===== config.mk =====
export PLATFORM = sky130hd
export DESIGN_NAME = hctbp_packer
export DESIGN_NICKNAME = d
export VERILOG_FILES = /design/src/design/huffman_code_table_bit_packer_macros.svh /design/src/design/hctbp_pkg.sv /design/src/design/hctbp_packer.sv
export SDC_FILE = /design/constraint.sdc
export NUM_CORES = 1
export LEC_CHECK = 0
export BUFFER_PORTS_ARGS = -buffer_cell sky130_fd_sc_hd__buf_2
export CORE_ASPECT_RATIO = 1.1
export CORE_UTILIZATION = 45
export DETAILED_ROUTE_END_ITERATION = 8
export PLACE_DENSITY = 0.7
export SLEW_MARGIN = 20
export SYNTH_ARGS = -nofsm -noshare
export SYNTH_HDL_FRONTEND = slang
export SYNTH_SLANG_ARGS = --single-unit

===== constraint.sdc =====
create_clock -name aclk -period 5.2 [get_ports aclk]
set_clock_uncertainty 0.1 [all_clocks]
set_input_delay 0.52 -clock aclk [delete_from_list [all_inputs] [get_ports aclk]]
set_output_delay 0.52 -clock aclk [all_outputs]
set_load 0.02 [all_outputs]

===== src/design/huffman_code_table_bit_packer_macros.svh =====
// Assertion macros for the Huffman code table bit packer.
// Included by the top level; needs nothing else.
`ifndef HUFFMAN_CODE_TABLE_BIT_PACKER_MACROS_SVH
`define HUFFMAN_CODE_TABLE_BIT_PACKER_MACROS_SVH

// Same-cycle implication, checked while out of reset.
`define HCTBP_ASSERT_NOW(label, clk, rstn, ante, cons, msg) \
    label: assert property (@(posedge clk) disable iff (!(rstn)) (ante) |-> (cons)) \
        else $error(msg);

// Next-cycle implication, checked while out of reset.
`define HCTBP_ASSERT_NEXT(label, clk, rstn, ante, cons, msg) \
    label: assert property (@(posedge clk) disable iff (!(rstn)) (ante) |=> (cons)) \
        else $error(msg);

`endif


===== src/design/hctbp_pkg.sv =====
// Shared types and constants for the Huffman code table bit packer.
// No dependencies; used by the packer datapath and the top level.
package hctbp_pkg;

    localparam int SYM_W            = 8;
    localparam int CODE_IN_W        = 32;
    localparam int IN_LEN_W         = 6;
    localparam int BYTE_W           = 8;
    localparam int CNT_W            = 3;
    localparam int STORE_DEPTH      = 256;
    localparam int MAX_CODE_LEN_DEF = 32;

    // Input commands; the fourth code is ignored.
    typedef enum logic [1:0] {
        CMD_WRITE  = 2'd0,
        CMD_ENCODE = 2'd1,
        CMD_FLUSH  = 2'd2
    } cmd_t;

    // Sequencer controls to the packer datapath.
    typedef struct packed {
        logic load;
        logic step;
        logic clear;
    } pk_ctrl_t;

    // Packer status back to the sequencer.
    typedef struct packed {
        logic              rem_zero;
        logic              full;
        logic [BYTE_W-1:0] data_byte;
        logic [CNT_W-1:0]  bit_count;
    } pk_stat_t;

endpackage


===== src/design/hctbp_packer.sv =====
// Bit packer datapath: code shift register, byte buffer and the shared merge unit.
// Depends on hctbp_pkg.
module hctbp_packer #(
    parameter int CODE_W = hctbp_pkg::MAX_CODE_LEN_DEF
) (
    input  logic                         aclk,
    input  logic                         aresetn,
    input  hctbp_pkg::pk_ctrl_t          ctrl,
    input  logic [$clog2(CODE_W+1)-1:0]  load_len,
    input  logic [CODE_W-1:0]            load_code,
    output hctbp_pkg::pk_stat_t          stat
);
    import hctbp_pkg::*;

    localparam int LEN_W = $clog2(CODE_W + 1);
    localparam int SR_W  = CODE_W + 7;
    localparam int SH_W  = $clog2(SR_W + 1);
    localparam int CMP_W = (LEN_W > 4) ? LEN_W : 4;

    logic [SR_W-1:0]   sr_reg,  sr_next;
    logic [LEN_W-1:0]  rem_reg, rem_next;
    logic [BYTE_W-1:0] buf_reg, buf_next;
    logic [CNT_W-1:0]  cnt_reg, cnt_next;

    logic [3:0]        space;
    logic [3:0]        take;
    logic [3:0]        cnt_sum;
    logic [BYTE_W-1:0] chunk;
    logic [BYTE_W-1:0] merged;
    logic              full;

    // Shared merge unit: move as many code bits as fit into the byte buffer.
    always_comb begin
        space   = 4'(BYTE_W) - {1'b0, cnt_reg};
        take    = (CMP_W'(rem_reg) >= CMP_W'(space)) ? space : 4'(rem_reg);
        chunk   = sr_reg[SR_W-1 -: BYTE_W];
        merged  = buf_reg | (chunk >> cnt_reg);
        cnt_sum = {1'b0, cnt_reg} + take;
        full    = cnt_sum[3];
    end

    // Next-state selection for load, step and clear.
    always_comb begin
        sr_next  = sr_reg;
        rem_next = rem_reg;
        buf_next = buf_reg;
        cnt_next = cnt_reg;
        if (ctrl.load) begin
            sr_next  = SR_W'(load_code) << (SH_W'(SR_W) - SH_W'(load_len));
            rem_next = load_len;
        end else if (ctrl.step) begin
            sr_next  = sr_reg << take;
            rem_next = rem_reg - LEN_W'(take);
            if (full) begin
                buf_next = '0;
                cnt_next = '0;
            end else begin
                buf_next = merged;
                cnt_next = cnt_sum[CNT_W-1:0];
            end
        end
        if (ctrl.clear) begin
            buf_next = '0;
            cnt_next = '0;
        end
    end

    // Buffer state is cleared by reset; the code shift register is payload.
    always_ff @(posedge aclk) begin
        if (!aresetn) begin
            rem_reg <= '0;
            buf_reg <= '0;
            cnt_reg <= '0;
        end else begin
            rem_reg <= rem_next;
            buf_reg <= buf_next;
            cnt_reg <= cnt_next;
        end
        sr_reg <= sr_next;
    end

    assign stat.rem_zero  = (rem_reg == '0);
    assign stat.full      = full;
    assign stat.data_byte = full ? merged : buf_reg;
    assign stat.bit_count = cnt_reg;

endmodule


Word level (Yosys, flattened, before mapping)
Index checks and enable logic that the tools add are counted.
Widths: inputs -> output; s select.
{ "word_totals": {"register_bits": 56, "word_cells": 27, "inputBits": 43} }
{ "classes": {"n_lt_le_gt_ge": 1, "reduce_logical": 4, "add_sub_neg": 4, "muxes": 8, "shift": 3, "bitwise_logic": 3} }
{ "ops": {"columns": ["op", "count"], "rows": [
  ["$mux 39", 2],
  ["$shl 32x6->39", 1],
  ["$shl 39x4->39", 1],
  ["$mux 8", 2],
  ["$mux 6", 2],
  ["$or 8x8->8", 1],
  ["$shr 8x3->8", 1],
  ["$ge 6x4->1", 1],
  ["$logic_not 6->1", 1],
  ["$sub 6x4->6", 1],
  ["$sub 6x6->6 const A", 1],
  ["$add 3x4->4", 1],
  ["$mux 4", 1],
  ["$sub 4x3->4 const A", 1],
  ["$mux 3", 1],
  ["$not 1->1", 2],
  ["$reduce_and 2->1", 1],
  ["$reduce_bool 2->1", 1],
  ["$reduce_or 2->1", 1]
]} }

Longest topological paths before layout
Gate-level depths: netlist of the first run.
{ "depth": {"word_depth": 6, "depth_mapped": 22, "mapped_depth_nobuf": 18} }

Worst setup path before layout of the first run
OpenSTA, ideal clock, no wires.
{ "synth_path": {"kind": "register to output", "from": "register cnt_reg[1]", "to": "output stat[10] in the netlist's numbering", "path_buffers": 4, "slack_ps": 82, "required_time_ps": 4580, "t_arrival_ps": 4498, "path_stages_with_launch": 20, "cell_sequence": "dfxtp_1 clkbuf_1 clkbuf_1 inv_1 ha_1 inv_1 ha_1 and2_1 a221oi_2 o221ai_4 mux2i_1 inv_2 buf_2 buf_2 ha_1 a21o_1 a21oi_1 xnor2_2 inv_1 a21o_1"} }
{ "synth_lines": {"columns": ["item", "line", "source"], "rows": [
  ["start, declared", "hctbp_packer.sv:23", "logic [CNT_W-1:0] cnt_reg, cnt_next;"],
  ["start signal, assigned", "hctbp_packer.sv:77", "cnt_reg <= cnt_next;"],
  ["end, declared", "hctbp_packer.sv:11", "output hctbp_pkg::pk_stat_t stat"]
]} }

==> results of run 1 <==
## worst min-delay path: stages, from the launching register on
cell and delay, ns:
dfxtp_1 0.34, a21oi_1 0.04, nor2_1 0.07
## synthesized netlist by cell type, types with 13 or more instances
library cell	n
nand3_1	13
nor2_1	61
o221ai_1	23
nor3_1	14
inv_1	14
buf_2	13
o22ai_1	17
nand2_1	119
buf_1	13
a21oi_1	37
edfxtp_1	39
clkbuf_1	30
dfxtp_1	17
mux4_2	35
o21ai_0	35
a22oi_1	23
mux2i_1	102
## final cells by class
class                   count  share of cell area [%]
clock inverters             3                   0.400
flip-flops and latches     56                    22.0
clock buffers               5                    1.82
repair buffers             66                    5.20
inverters                  18                   0.982
multi-input cells         604                    66.2
well taps                 188                    3.42
## per-layer routing
metal | share of wire [%] | wire, µm | global-route usage (%) | vias to the layer above
li1 | - | - | - | 2830
met1 | 43 | 7910 | 35.0 | 2957
met2 | 47 | 8620 | 41.1 | 341
met3 | 6.7 | 1240 | 2.23 | 57
met4 | 3.9 | 727 | 10.7 | 0
met5 | 0 | 0 | 0 | -
## metrics by stage
stage	power (mW)	instances	util, %	hold WS, ns
final	2.03	940	49.7	0.381
after global routing	2.12	940	49.7	0.403
after floorplan	1.37	739	-	0.334
after global placement	1.62	932	48.6	0.351
after detailed placement	1.64	932	48.6	0.363
after CTS	2.00	940	49.7	0.385
## cells by family after synthesis
logic type      Yosys count
fa+ha+maj                12
xor+xnor                  9
mux                     142
compound gates          200
simple gates            241
flops                    56
buf+inv                  79
## worst max path at each step
stage	startpoint	endpoint	slack, ns	cells past startpoint
6_report	cnt_reg[0]	stat[9]	0.39	16
5_1_grt	cnt_reg[0]	stat[9]	0.06	16
4_1_cts	cnt_reg[0]	stat[10]	0.43	16
3_5_place_dp	cnt_reg[0]	stat[9]	0.76	16
3_3_place_gp	cnt_reg[0]	stat[8]	0.92	16
2_1_floorplan	cnt_reg[1]	stat[10]	0.08	19
## report_power, final
group | switching [mW] | internal [mW] | leakage (nW)
Sequential | 0.0816 | 0.580 | 0.560
Clock | 0.181 | 0.184 | 0.0719
Combinational | 0.612 | 0.392 | 2.00
## placed cells by master, fill, tap and decap left out, types with 17 or more instances in the layout
cell type	Yosys	routed
o21ai_0	35	35
a22oi_1	23	23
edfxtp_1	39	39
buf_2	13	55
nor2_1	61	61
dfxtp_1	17	17
o221ai_1	23	23
nand2_1	119	119
mux4_2	35	35
o22ai_1	17	17
mux2i_1	102	102
a21oi_1	37	37
==> qor.csv, run 1 <==
stage;metric;value;unit
cts;H-tree levels;2;
yosys;Synth Area in Compound Gates;21.8;%
cts;Setup Buffers After CTS;0;
floorplan;core area;0.0139;mm²
floorplan;Die Span Y;127;µm
run_status;status;finished, final reports clean;
drt;DRC;0;
drt;DR vias;6185;
placed_design;Post-DP HPWL;14100;µm
worst_setup_path;critical path arrival;4.19;ns
yosys;adder-cell share of the synthesized area;2.46;%
global_routing;vias in the first global route;5745;
timing;count of final hold-check violations;0;
hold_path;Hold Crit Depth;2;
worst_setup_path;Crit path buffers/inverters;5;
placed_design;post-place setup slack;0.758;ns
finish;final instance area;0.00688;mm²
cts;Post-CTS Hold Fix Bufs;0;
yosys;YS warnings;0;
floorplan;Ports;56;
yosys;largest family of logic cells by synthesized area;multiplexers;
timing;worst slew pin tran;1.00;ns
yosys;top post-synthesis cells by area;edfxtp_1 (18%), mux2i_1 (16%), mux4_2 (12%), nand2_1 (7.0%), dfxtp_1 (5.3%);
global_routing;gr usage total;25.5;%
finish;multi-input logic area;0.00455;mm²
yosys;Top FF cell, synth;edfxtp_1;
finish;diode count;0;
yosys;library cells used by synthesis;66;
floorplan;Die ar.;0.0147;mm²
flow_run;Max-Cap Viols;0;
worst_setup_path;crit path capture type;output pin;
yosys;Post-Syn Instances;739;
timing;Final period util;92.4;%
global_routing;initial antenna violation count;0;
drt;number of routed nets with antenna violations;0;
floorplan;Rows;45;
cts;CTS Sinks;56;
cts;CTS tree;built;
finish;Final nets;806;
cts;clk slew on worst S/H paths;0.09;ns
cts;TritonCTS buffer count;5;
placed_design;# port buffers;55;
global_routing;largest net degree at the start of global routing;45;
worst_setup_path;delay-heaviest family, CP;adder cells;
timing;Slew Limit Fails;0;
finish;share of cells above drive strength 1;17.3;%
finish;fillcell total;1345;
timing;final worst slack;0.395;ns
floorplan;Starting Density;46.3;%
drt;WL/cell;19.7;µm
drt;final wirelength;18500;µm
worst_setup_path;Worst EP required;4.58;ns
cts;Resized Gates After CTS;0;
yosys;Simple-Gate Fraction of Synth Area;16.1;%
worst_setup_path;Reg-to-Reg Start;cnt_reg[0];
timing;Final min period;4.81;ns
power_and_ir_drop;VDD IR-drop max;0.000151;V
global_routing;GRT Residual Overflow;0;
worst_setup_path;Worst Setup Start Kind;flip-flop;
hold_path;WHS Endpoint;buf_reg[4];
finish;Largest register FFs;39;
worst_setup_path;CP cell instances;inv_1 > ha_1 > inv_1 > ha_1 > and2_1 > a221oi_1 > mux2_1 > and3_4 > inv_2 > ha_1 > a21o_1 > a21oi_1 > xnor2_2 > inv_1 > a21o_1 > buf_2;
hold_path;hold_sp;buf_reg[4];
timing;slew margin rel.;33.3;%
placed_design;DP Area;0.00673;mm²
worst_setup_path;crit path kind;reg2out;
drt;average vias per placed instance;6.58;
placed_design;routability cong.;0.959;
yosys;Post-synth EDFFs;39;
cts;latest clock arrival within the worst-skew pair;0.31;ns
worst_setup_path;slowest stage cell, crit path;dfxtp_1;
yosys;post-synthesis mux area share;29.1;%
timing;final setup fails;0;
timing;RSZ-0062 raised after global routing;false;
worst_setup_path;max incr delay on CP;0.42;ns
worst_setup_path;r2r endpoint;sr_reg[30];
worst_setup_path;Register-to-Register Path Depth;15;
floorplan;Die Wd;116;µm
power_and_ir_drop;leakage;2.63;nW
timing;setup TNS;0;ns
yosys;share of the synthesized area in the top cell type;18.3;%
yosys;Syn Area/Cell;8.68;µm²
power_and_ir_drop;power density cells;295;mW/mm²
yosys;post-synthesis sequential area ratio;23.6;%
drt;number of iterations in the first detailed-routing pass;5;
worst_setup_path;CP Max Fanout;12;
timing;maximum operating frequency;0.208;GHz
drt;DR iter-0 viols;474;
yosys;cell taking the most area after synthesis;edfxtp_1;
global_routing;first-pass GRT wire length;29800;µm
yosys;Seq cells post-synth;56;
cts;clock tree buffer depth;2;
cts;Root Buffer;clkbuf_16;
yosys;Netlist Area Pre-Place;0.00642;mm²
yosys;Post-Synth XOR/XNOR Area;1.46;%
yosys;Post-synth ARST share;0;%
finish;P&R area growth vs syn;7.20;%
finish;sequential cell area;0.00151;mm²
worst_setup_path;flop2flop setup slack;0.71;ns
hold_path;HP Class;reg2reg;
yosys;Post-Syn Nets;794;
Power figures use the tool's default switching activity.
==> inputs of run 2 (changes only) <==
- CELL_PAD_IN_SITES_DETAIL_PLACEMENT: unset -> 1
- CELL_PAD_IN_SITES_GLOBAL_PLACEMENT: unset -> 2
- CORE_UTILIZATION: 45 -> 39
- CTS_BUF_LIST: unset -> sky130_fd_sc_hd__clkbuf_4 sky130_fd_sc_hd__clkbuf_8
- PLACE_DENSITY: 0.7 -> 0.91
==> run 2 against run 1 <==
  * Total power down 3.5%
  * Combinational power about the same
  * Sequential share of layout area up 0.12 points
  * Final cell count up 1.4%
  * Via count down 1.1%
  * Global-route usage down 0.64 points
  * Sequential power down 0.8%
  * First-iteration DRC count up 4.0%
  * Hold slack better by 0.0040 ns
  * Critical path type unchanged
  * Register-to-register slack better by 0.02 ns
  * Highest routed layer unchanged
  * Die area up 15%
  * Sequential cell count unchanged
==> qor.csv, run 2 (synthesis results as in run 1) <==
stage;metric;value;unit
drt;number of iterations in the first detailed-routing pass;5;
timing;final setup fails;0;
cts;CTS Sinks;56;
global_routing;initial antenna violation count;0;
drt;average vias per placed instance;6.42;
power_and_ir_drop;Net Sw Power;0.884;mW
power_and_ir_drop;Seq pwr share;33.6;%
floorplan;Ports;56;
power_and_ir_drop;Logic pwr share;52.7;%
floorplan;Rows;48;
placed_design;dpl cells;945;
finish;fillcell total;1895;
placed_design;routability cong.;0.940;
global_routing;first-pass GRT wire length;33900;µm
floorplan;Die Wd;124;µm
worst_setup_path;Reg-to-Reg Start;cnt_reg[0];
worst_setup_path;Register-to-Register Path Depth;14;
floorplan;Starting Density;40.3;%
timing;Slew Limit Fails;0;
power_and_ir_drop;Internal Power;1.07;mW
cts;latest clock arrival within the worst-skew pair;0.33;ns
worst_setup_path;CP Max Fanout;11;
timing;slew margin rel.;31.8;%
worst_setup_path;delay-heaviest family, CP;adder cells;
timing;maximum operating frequency;0.207;GHz
cts;Setup Buffers After CTS;0;
run_status;status;finished, final reports clean;
global_routing;gr usage total;24.8;%
timing;count of final hold-check violations;0;
placed_design;# port buffers;55;
flow_run;Max-Cap Viols;0;
finish;commonest non-fill, non-tap cell in the layout;nand2_1;
cts;CTS tree;built;
timing;RSZ-0062 raised after global routing;false;
drt;number of routed nets with antenna violations;0;
power_and_ir_drop;leakage;2.61;nW
finish;share of cells above drive strength 1;17.4;%
worst_setup_path;max incr delay on CP;0.44;ns
hold_path;hold_sp;buf_reg[3];
worst_setup_path;Worst EP required;4.58;ns
drt;final wirelength;21000;µm
drt;DR iter-0 viols;493;
power_and_ir_drop;VDD IR-drop max;0.000118;V
placed_design;Post-DP HPWL;16400;µm
worst_setup_path;slowest stage cell, crit path;dfxtp_1;
timing;Final period util;92.9;%
power_and_ir_drop;Net Sw Frac;45.1;%
worst_setup_path;crit path kind;reg2out;
worst_setup_path;CP cell instances;inv_1 > ha_1 > inv_1 > ha_1 > and2_1 > a221oi_1 > mux2_1 > and3_4 > inv_2 > ha_1 > a21o_1 > a21oi_1 > xnor2_2 > inv_1 > a21o_1 > buf_2;
placed_design;post-place setup slack;0.745;ns
drt;DRC;0;
cts;Resized Gates After CTS;0;
floorplan;core area;0.0159;mm²
finish;fin cells;953;
global_routing;vias in the first global route;6214;
power_and_ir_drop;total power;1.96;mW
finish;P&R area growth vs syn;6.61;%
drt;WL/cell;22.0;µm
finish;Final nets;807;
timing;setup TNS;0;ns
cts;H-tree levels;2;
timing;worst slew pin tran;1.02;ns
timing;final worst slack;0.368;ns
drt;DR vias;6114;
worst_setup_path;flop2flop setup slack;0.73;ns
worst_setup_path;critical path arrival;4.21;ns
floorplan;Die ar.;0.0170;mm²
cts;Post-CTS Hold Fix Bufs;0;
worst_setup_path;Crit path buffers/inverters;5;
worst_setup_path;r2r endpoint;sr_reg[30];
cts;Root Buffer;clkbuf_8;
finish;diode count;0;
cts;clock tree buffer depth;2;
worst_setup_path;Worst Setup Start Kind;flip-flop;
power_and_ir_drop;Clk pwr share;13.7;%
global_routing;GRT Residual Overflow;0;
floorplan;Die Span Y;137;µm
hold_path;WHS Endpoint;buf_reg[3];
cts;clk slew on worst S/H paths;0.12;ns
finish;Largest register FFs;39;
timing;Final min period;4.83;ns
power_and_ir_drop;power density cells;286;mW/mm²
hold_path;HP Class;reg2reg;
global_routing;largest net degree at the start of global routing;46;
hold_path;Hold Crit Depth;2;
finish;most frequent cells in the layout;nand2_1 (119), mux2i_1 (102), nor2_1 (61), buf_2 (55), edfxtp_1 (39);
cts;TritonCTS buffer count;5;
worst_setup_path;crit path capture type;output pin;
run 2: cell count changes in the layout (fill, tap and decap cells not counted):
| cell | delta |
|---|---|
| buf_4 | +1 |
| clkbuf_16 | -5 |
| clkbuf_4 | +1 |
| clkbuf_8 | +5 |
| inv_8 | -1 |
run 2: through the flow:
step	hold slack (ns)	utilization, %	cell area, µm²
floorplan	0.334	-	6420
global placement	0.348	42.4	6750
detailed placement	0.364	42.4	6750
CTS	0.381	43.0	6840
global route	0.400	43.0	6840
finish	0.385	43.0	6840
run 2: how the worst max path moves through the flow:
stage                           from       end  slack (ns)  depth (start not counted)
after floorplan           cnt_reg[1]  stat[10]        0.08                         19
after global placement    cnt_reg[0]   stat[8]        0.98                         16
after detailed placement  cnt_reg[0]  stat[10]        0.75                         16
after CTS                 cnt_reg[0]  stat[10]        0.37                         16
after global routing      cnt_reg[0]  stat[10]        0.06                         16
final                     cnt_reg[0]  stat[10]        0.37                         16
run 2: tightest hold or removal path, cell delays in order, from the launching register on:
cell and delay, ns:
dfxtp_1 0.35, nor2_1 0.05, nor2_1 0.07
run 2: power by group through the flow:
stage               registers, mW  logic (mW)  clock network, mW
finish                      0.657        1.03              0.268
global route                0.668        1.11              0.285
CTS                         0.655        1.02              0.272
detailed placement          0.666        1.01                  0
global placement            0.659       0.976                  0
floorplan                   0.631       0.743                  0
run 2: layer usage:
layer  routed length [µm]  vias to the layer above  track usage [%]
met5                    0                        -                0
met4                  579                        0             8.63
met3                  906                       42             1.80
met2                10300                      228             43.3
met1                 9180                     3008             32.6
li1                     -                     2836                -
run 2: cell type report:
cell class | count | area (µm²) | share of cell area [%]
multi-input combinational | 604 | 4550 | 66.6
timing repair buffer | 67 | 365 | 5.34
inverter | 18 | 67.6 | 0.988
tap | 200 | 250 | 3.66
clock inverter | 2 | 16.3 | 0.238
sequential | 56 | 1510 | 22.1
clock buffer | 6 | 76.3 | 1.12
